--- config.mk ---
export PLATFORM = sky130hd
export DESIGN_NAME = grn_map
export DESIGN_NICKNAME = d
export VERILOG_FILES = /design/src/design/grn_pkg.sv /design/src/design/grn_map.sv
export SDC_FILE = /design/constraint.sdc
export NUM_CORES = 2
export LEC_CHECK = 0
export BUFFER_PORTS_ARGS = -buffer_cell sky130_fd_sc_hd__buf_2
export CORE_ASPECT_RATIO = 1.4
export CORE_MARGIN = 3
export CORE_UTILIZATION = 55
export CTS_CLUSTER_SIZE = 24
export DETAILED_ROUTE_END_ITERATION = 10
export GPL_ROUTABILITY_DRIVEN = 0
export GPL_TIMING_DRIVEN = 1
export PLACE_DENSITY = 0.72
export SLEW_MARGIN = 20
export SYNTH_ARGS = -nofsm -noshare
export SYNTH_HDL_FRONTEND = slang
export SYNTH_SLANG_ARGS = --single-unit
--- constraint.sdc ---
create_clock -name clk_i -period 10.4 [get_ports clk_i]
set_clock_uncertainty 0.2 [all_clocks]
set_input_delay 0.52 -clock clk_i [delete_from_list [all_inputs] [get_ports clk_i]]
set_output_delay 0.52 -clock clk_i [all_outputs]
set_load 0.02 [all_outputs]
--- src/design/grn_pkg.sv ---
// Shared types, register indexes and default sizes for the grid rotation block.
package grn_pkg;

  // Default sizes of the source store and the fraction width of the trig inputs.
  localparam int unsigned MAX_SRC_WIDTH_DEF  = 1024;
  localparam int unsigned MAX_SRC_HEIGHT_DEF = 1024;
  localparam int unsigned TRIG_FRAC_BITS_DEF = 14;

  // Configuration port.
  localparam int unsigned CFG_IDX_W  = 3;
  localparam int unsigned CFG_DATA_W = 16;

  localparam logic [CFG_IDX_W-1:0] CFG_SRC_WIDTH  = 3'd0;
  localparam logic [CFG_IDX_W-1:0] CFG_SRC_HEIGHT = 3'd1;
  localparam logic [CFG_IDX_W-1:0] CFG_DST_WIDTH  = 3'd2;
  localparam logic [CFG_IDX_W-1:0] CFG_DST_HEIGHT = 3'd3;
  localparam logic [CFG_IDX_W-1:0] CFG_COS_Q      = 3'd4;
  localparam logic [CFG_IDX_W-1:0] CFG_SIN_Q      = 3'd5;

  // Item opcodes.
  localparam logic OP_LOAD  = 1'b0;
  localparam logic OP_QUERY = 1'b1;

  // Cell value returned for a position outside the source grid.
  localparam logic signed [7:0] CELL_OUTSIDE = -8'sd1;

  typedef struct packed {
    logic [10:0]        src_width;
    logic [10:0]        src_height;
    logic [11:0]        dst_width;
    logic [11:0]        dst_height;
    logic signed [15:0] cos_q;
    logic signed [15:0] sin_q;
  } cfg_t;

  typedef struct packed {
    logic              op;
    logic [10:0]       col;
    logic [10:0]       row;
    logic signed [7:0] cell_in;
  } in_item_t;

  typedef struct packed {
    logic signed [7:0] cell_out;
    logic              outside;
  } out_item_t;

endpackage

--- src/design/grn_map.sv ---
// Inverse coordinate mapping: destination cell to rounded source cell and store address.
module grn_map
  import grn_pkg::*;
#(
  parameter int unsigned MAX_SRC_WIDTH  = MAX_SRC_WIDTH_DEF,
  parameter int unsigned MAX_SRC_HEIGHT = MAX_SRC_HEIGHT_DEF,
  parameter int unsigned TRIG_FRAC_BITS = TRIG_FRAC_BITS_DEF,
  localparam int unsigned AddrW = $clog2(MAX_SRC_WIDTH * MAX_SRC_HEIGHT)
) (
  input  logic             clk_i,
  input  cfg_t             cfg_i,
  input  logic [10:0]      col_i,
  input  logic [10:0]      row_i,
  output logic             outside_o,
  output logic [AddrW-1:0] addr_o
);

  localparam int unsigned ProdW = 29;
  localparam int unsigned SumW  = (((11 + TRIG_FRAC_BITS) > ProdW) ?
                                   (11 + TRIG_FRAC_BITS) : ProdW) + 3;
  localparam int unsigned IdxW  = SumW - TRIG_FRAC_BITS - 1;
  localparam int unsigned ColW  = $clog2(MAX_SRC_WIDTH);
  localparam int unsigned RowW  = $clog2(MAX_SRC_HEIGHT);
  localparam logic signed [IdxW-1:0] MaxW = IdxW'(MAX_SRC_WIDTH);
  localparam logic signed [IdxW-1:0] MaxH = IdxW'(MAX_SRC_HEIGHT);

  // stage 1: centered offsets in half cells, four products
  logic signed [12:0]      di, dj;
  logic signed [ProdW-1:0] p_dc_q, p_ds_q, p_is_q, p_jc_q;

  assign di = $signed({1'b0, col_i, 1'b0}) - $signed({1'b0, cfg_i.dst_width});
  assign dj = $signed({1'b0, row_i, 1'b0}) - $signed({1'b0, cfg_i.dst_height});

  always_ff @(posedge clk_i) begin
    p_dc_q <= di * cfg_i.cos_q;
    p_ds_q <= dj * cfg_i.sin_q;
    p_is_q <= di * cfg_i.sin_q;
    p_jc_q <= dj * cfg_i.cos_q;
  end

  // stage 2: center plus rounding half, then the rotated offsets
  logic signed [SumW-1:0] base_x, base_y, cx_d, cy_d, cx_q, cy_q;

  always_comb begin
    base_x = $signed(SumW'({1'b0, cfg_i.src_width} + 12'd1) << TRIG_FRAC_BITS);
    base_y = $signed(SumW'({1'b0, cfg_i.src_height} + 12'd1) << TRIG_FRAC_BITS);
    cx_d   = base_x + SumW'(p_dc_q) + SumW'(p_ds_q);
    cy_d   = base_y - SumW'(p_is_q) + SumW'(p_jc_q);
  end

  always_ff @(posedge clk_i) begin
    cx_q <= cx_d;
    cy_q <= cy_d;
  end

  // stage 3: floor by the half-cell scale, bounds check, address
  logic signed [SumW-1:0] cx_sh, cy_sh;
  logic signed [IdxW-1:0] ii, jj;
  logic                   outside_d;
  logic [AddrW-1:0]       addr_d;

  always_comb begin
    cx_sh     = cx_q >>> (TRIG_FRAC_BITS + 1);
    cy_sh     = cy_q >>> (TRIG_FRAC_BITS + 1);
    ii        = IdxW'(cx_sh);
    jj        = IdxW'(cy_sh);
    outside_d = ii[IdxW-1] || jj[IdxW-1] ||
                (ii >= IdxW'($signed({1'b0, cfg_i.src_width}))) ||
                (jj >= IdxW'($signed({1'b0, cfg_i.src_height}))) ||
                (ii >= MaxW) || (jj >= MaxH);
    addr_d    = AddrW'(32'(jj[RowW-1:0]) * MAX_SRC_WIDTH + 32'(ii[ColW-1:0]));
  end

  always_ff @(posedge clk_i) begin
    outside_o <= outside_d;
    addr_o    <= addr_d;
  end

endmodule

# Word level (Yosys, flattened, before mapping)
# Index checks and enable logic that the tools add are counted.
[word_totals] reg_bits=199 inputBits=101 output_inout_bits=21 word_cells=30
[op_classes] addsub=9 n_mul=4 n_lt_le_gt_ge=4 reduce_logical=5
[ops] cell="multiplier 13 x 16 -> 29 bit" count=4
[ops] cell="adder 30 x 29 -> 31 bit" count=2
[ops] cell=">= comparator 16 x 12 -> 1 bit" count=2
[ops] cell=">= comparator 16 x 12 -> 1 bit, second input constant" count=2
[ops] cell="adder 27 x 29 -> 30 bit" count=1
[ops] cell="subtractor 27 x 29 -> 30 bit" count=1
[ops] cell="subtractor 12 x 12 -> 13 bit" count=2
[ops] cell="adder 11 x 1 -> 12 bit, second input constant" count=2
[ops] cell="adder 20 x 10 -> 20 bit" count=1
[ops] cell="logical OR 1 bit" count=5

# Logic depth before layout (Yosys ltp)
[depth] ltp_word=5 ltp_mapped=33 mapped_depth_nobuf=32

# Least setup slack after synthesis
# No wires, ideal clock.
[synth_path] kind="in2reg" start="input port cfg_i[45] (netlist bit)" end="register p_dc_q[27]" setup_ns=0.072 arrival_ns=7.346 required_time_ns=10.128 setup_slack_ns=2.782 cell_stages=30 path_buffers=1 path_cell_list="inv_1 ha_1 nor2b_1 o21ai_1 a21boi_1 o21ai_1 a21boi_1 o2111ai_1 and3_1 nor3_1 clkbuf_1 or3b_2 fa_1 fa_1 inv_1 fa_1 fa_1 fa_1 inv_1 fa_1 inv_1 ha_1 a21o_1 a21o_1 o311ai_1 o211ai_1 a311oi_2 o21bai_1 a21oi_1 xnor2_1"
[synth_between] elab_chain_cells=2
[synth_rtl] item="start, declared" line_no="grn_map.sv:11" rtl="input cfg_t cfg_i,"
[synth_rtl] item="subtractor 12 x 12 -> 13 bit" line_no="grn_map.sv:31" rtl="assign di = $signed({1'b0, col_i, 1'b0}) - $signed({1'b0, cfg_i.dst_width});"
[synth_rtl] item="multiplier 13 x 16 -> 29 bit" line_no="grn_map.sv:35" rtl="p_dc_q <= di * cfg_i.cos_q;"
[synth_rtl] item="end signal, assigned" line_no="grn_map.sv:35"
[synth_rtl] item="end, declared" line_no="grn_map.sv:29" rtl="logic signed [ProdW-1:0] p_dc_q, p_ds_q, p_is_q, p_jc_q;"
# Every way passes these cells.

# Worst setup path in the final report
[layout_path] start="input port cfg_i[32] (netlist bit)" end="register p_jc_q[28]"
[layout_between] elab_chain_cells=2
[layout_rtl] item="subtractor 12 x 12 -> 13 bit" line_no="grn_map.sv:32" rtl="assign dj = $signed({1'b0, row_i, 1'b0}) - $signed({1'b0, cfg_i.dst_height});"
[layout_rtl] item="multiplier 13 x 16 -> 29 bit" line_no="grn_map.sv:38" rtl="p_jc_q <= dj * cfg_i.cos_q;"
[layout_rtl] item="end signal, assigned" line_no="grn_map.sv:38"
[layout_rtl] item="end, declared" line_no="grn_map.sv:29"
# Every way passes these cells.

==> impl.org <==
** Floorplanning
- The die covers 72650 um2.
- Core ar. :: between 60000 and 70000 um2
- Die Width :: 228.7 um
- Initial standard-cell utilization of the core :: 0.5590
- 122 I/O pins were placed.
- Measured along the y axis, the die boundary spans 317.7 um.
- The floorplan has ~110 rows.

** Yosys
- Yosys mapped a number of flops with a built-in enable equal to 0.
- For this run, the number of Yosys warnings is 0.
- Area share of the largest cell type after synthesis :: 0.4227
- Register bit total from synthesis :: 169
- The share of the Yosys chip area taken by registers is 0.08863.
- Main flop type after synthesis :: sky130_fd_sc_hd__dfxtp_1
- Counting flops with an async set or reset pin after synthesis yields a share of 0.
- Among all cell types in the netlist, the one instantiated most often is sky130_fd_sc_hd__inv_1.
- In this run the cell area of the synthesized design comes to ~38000 um2.
- Ranked by total cell area, the synthesized netlist is headed by sky130_fd_sc_hd__fa_1 (42%), sky130_fd_sc_hd__ha_1 (14%), sky130_fd_sc_hd__dfxtp_1 (8.9%), sky130_fd_sc_hd__inv_1 (8.2%), sky130_fd_sc_hd__nand2_1 (4.6%).
- Counting instances in the post-synthesis netlist gives the leading cell types as sky130_fd_sc_hd__inv_1 (831), sky130_fd_sc_hd__fa_1 (806), sky130_fd_sc_hd__nand2_1 (464).
- Mean post-synth cell area :: 9.398 um2
- Counting every net in the synthesized netlist gives 5395.
- Mapped Cells :: 4062
- Of all cell types, the one taking the most synthesized area is sky130_fd_sc_hd__fa_1.
- Yosys cell types :: 69

** Worst setup path
- Setup CP Type :: input pin to register
- On the critical path the largest part of the delay comes from adder cells.
- In this run the register-to-register setup slack is roughly 6.7 ns.
- Highest net fanout along the worst path :: 19
- Reg2Reg Depth :: 13
- Sort of element at the start of the critical path :: input pin
- The number of buffers and inverters on the critical path is 3.
- On the worst path, the slowest cell contributes a delay of 0.73 ns.
- Worst r2r dst :: cx_q[30]
- At the worst endpoint, the arrival time is 8.82 ns.
- CP Data Required Time :: between 10 and 15 ns
- Cell with the most instances on the worst path :: sky130_fd_sc_hd__fa_1
- Crit end category :: register
- Critical register-to-register path startpoint :: p_dc_q[16]
- Cell with the biggest individual delay on the critical path :: sky130_fd_sc_hd__a2111oi_0

** Hold path
- Launch instance of the worst min-delay path :: cy_q[15]
- Counting instances, the worst hold path has a depth of 0.
- Worst min-delay path class :: register to register
- Worst-case hold path end point :: addr_o[10]

** Global route
- Entering global routing, the biggest net connects 35 pins.
- The via count of the first global-routing pass is 29950.
- The total overflow left after global routing is 0.
- Across every metal layer, demand over resource in global routing totals 0.2635.
- Wire length of the first global-routing pass :: approximately 150000 um
- The number of antenna violations at the first check in global routing came to 2.

** Placement
- Placed cell count :: 4992
- Placed instance area :: 39830 um2
- Count of port buffers added during placement :: 121
- Post-detailed-placement half-perimeter wirelength :: a little over 70000 um

** Timing
- The max-slew violation count was 0.
- Final Hold Vio Count :: 0
- The routed design could run at a clock period as short as 8.602 ns.
- Unrepaired setup endpoints after global routing :: false
- For the pin with the worst max-slew slack, the measured transition is 1.080 ns.
- Number of setup violations in the final report :: 0
- Adding up every negative setup slack in the final design gives 0 ns.
- Worst-case headroom to the max-slew limit :: 0.2744
- Final cycle utilization of the critical path :: 0.8271
- Highest clock rate :: roughly 120 MHz

** Layout
- Summing all multi-input logic gate instances after layout gives around 31000 um2.
- Count of non-filler cells in the finished layout :: 5024
- Synth-to-Final Area Change :: 5.841%
- With fillers left out, the area of the finished cells amounts to 40400 um2.
- Share of post-route cells with drive strength above 1 :: 0.06532
- Across the whole layout, storage elements account for 3383 um2.
- In the final design database the tool counted 5424 nets.
- Once layout is complete, the utilization of the core stands at 0.5916.
- Counting the fill cells in the layout gives 5991.

** Detailed routing
- For this block, the routed nets add up to 90190 um of wire.
- The routed layout has 27550 vias.
- Routed length per instance :: 17.95 um
- Initial detailed-routing violation count :: approximately 1800
- After detailed routing, the number of vias per cell comes to ~5.5.
- Once detail routing completed, the nets flagged for antenna violations numbered 0.
- Count of unresolved DRC violations after routing :: 0
- The first detailed-routing pass ran for 7 iterations.

** Clock tree
- Clock tree synthesis selected as its root buffer the cell sky130_fd_sc_hd__clkbuf_16.
- Buffers inserted to repair hold after CTS numbered 0.
- Worst-skew pair later-pin latency :: between 0.4 and 0.5 ns
- Clk slew on worst S/H paths :: 0.07 ns
- CTS Buf Count :: 17
- Clock tree sinks :: 169
- Maximum count of clock buffers along a single path :: 2
- The clock tree synthesis step divided the H-tree into 4 levels.
- CTS tree :: built
- Buffers added to address setup during post-CTS repair amount to 0.
- Post_cts resized :: 0

** Flow run
- Max-cap violations in this run came to 0.

** Status
- Run status :: finished, final reports clean
==> layout make-up <==
| type | count | share of cell area |
|---|---|---|
| multi-input cells | 2904 | 0.7724 |
| flip-flops and latches | 169 | 0.08374 |
| inverters | 831 | 0.07720 |
| well taps | 920 | 0.02849 |
| repair buffers | 168 | 0.02403 |
| clock buffers | 20 | 0.01130 |
| clock inverters | 11 | 0.002787 |
| diodes | 1 | 0.00006194 |
==> flip-flops by register name (all words and copies together), names as in the netlist <==
register / cells
addr_o: 20
cx_q: 16
cy_q: 16
outside_o: 1
p_dc_q: 29
p_ds_q: 29
p_is_q: 29
p_jc_q: 29
==> cells by family (layout without fill, tap and decap cells) <==
group,count (synthesis),in the layout,synth area share
simple gates,1165,1165,0.1529
compound gates,345,345,0.06169
buf+inv,989,1030,0.09728
xor+xnor,162,162,0.03717
fa+ha+maj,1232,1232,0.5623
other cells,0,1,0
flops,169,169,0.08863
==> worst max-delay path by stage <==
stage	start	cells past startpoint	to	slack [ns]
after CTS	cfg_i[32]	28	p_jc_q[28]	1.98
final	cfg_i[32]	28	p_jc_q[28]	1.80
after global routing	cfg_i[32]	28	p_jc_q[28]	1.32
after global placement	cfg_i[32]	28	p_jc_q[28]	1.69
after detailed placement	cfg_i[32]	28	p_jc_q[28]	1.47
after floorplan	cfg_i[45]	30	p_dc_q[27]	2.78
==> per-layer routing <==
metal | part of all wire | GRT usage | routed length, um | vias to the layer above
li1 | - | - | - | 12510
met2 | 0.48 | 0.4411 | 43240 | 928
met5 | 0 | 0 | 0 | -
met1 | 0.41 | 0.3449 | 36820 | 13950
met4 | 0.048 | 0.1133 | 4334 | 0
met3 | 0.064 | 0.03546 | 5801 | 163
==> layout by cell type (no fill, tap or decap), types with 28 or more instances in the layout <==
cell	count
sky130_fd_sc_hd__a21oi_1	90
sky130_fd_sc_hd__o21a_1	32
sky130_fd_sc_hd__nand2_1	464
sky130_fd_sc_hd__inv_1	831
sky130_fd_sc_hd__nand2b_1	66
sky130_fd_sc_hd__and3_1	43
sky130_fd_sc_hd__buf_2	121
sky130_fd_sc_hd__nor3b_1	82
sky130_fd_sc_hd__o21ai_0	47
sky130_fd_sc_hd__fa_1	805
sky130_fd_sc_hd__nand3_1	39
sky130_fd_sc_hd__a21o_1	52
sky130_fd_sc_hd__nor2_1	138
sky130_fd_sc_hd__nor3_1	28
sky130_fd_sc_hd__ha_1	426
sky130_fd_sc_hd__nor2b_1	33
sky130_fd_sc_hd__dfxtp_1	169
sky130_fd_sc_hd__xnor2_1	129
sky130_fd_sc_hd__buf_4	46
sky130_fd_sc_hd__and2_1	187
==> through the flow <==
step / setup WS, ns / hold WS (ns)
after CTS: 1.976 / 0.1539
after detailed placement: 1.473 / 0.1402
after global routing: 1.323 / 0.1618
final: 1.798 / 0.1511
after floorplan: 2.782 / 0.1308
after global placement: 1.690 / 0.1409
Power is left out: the tool's default activity adds up to more than one toggle a clock period on the data nets, which glitch-free logic cannot reach.
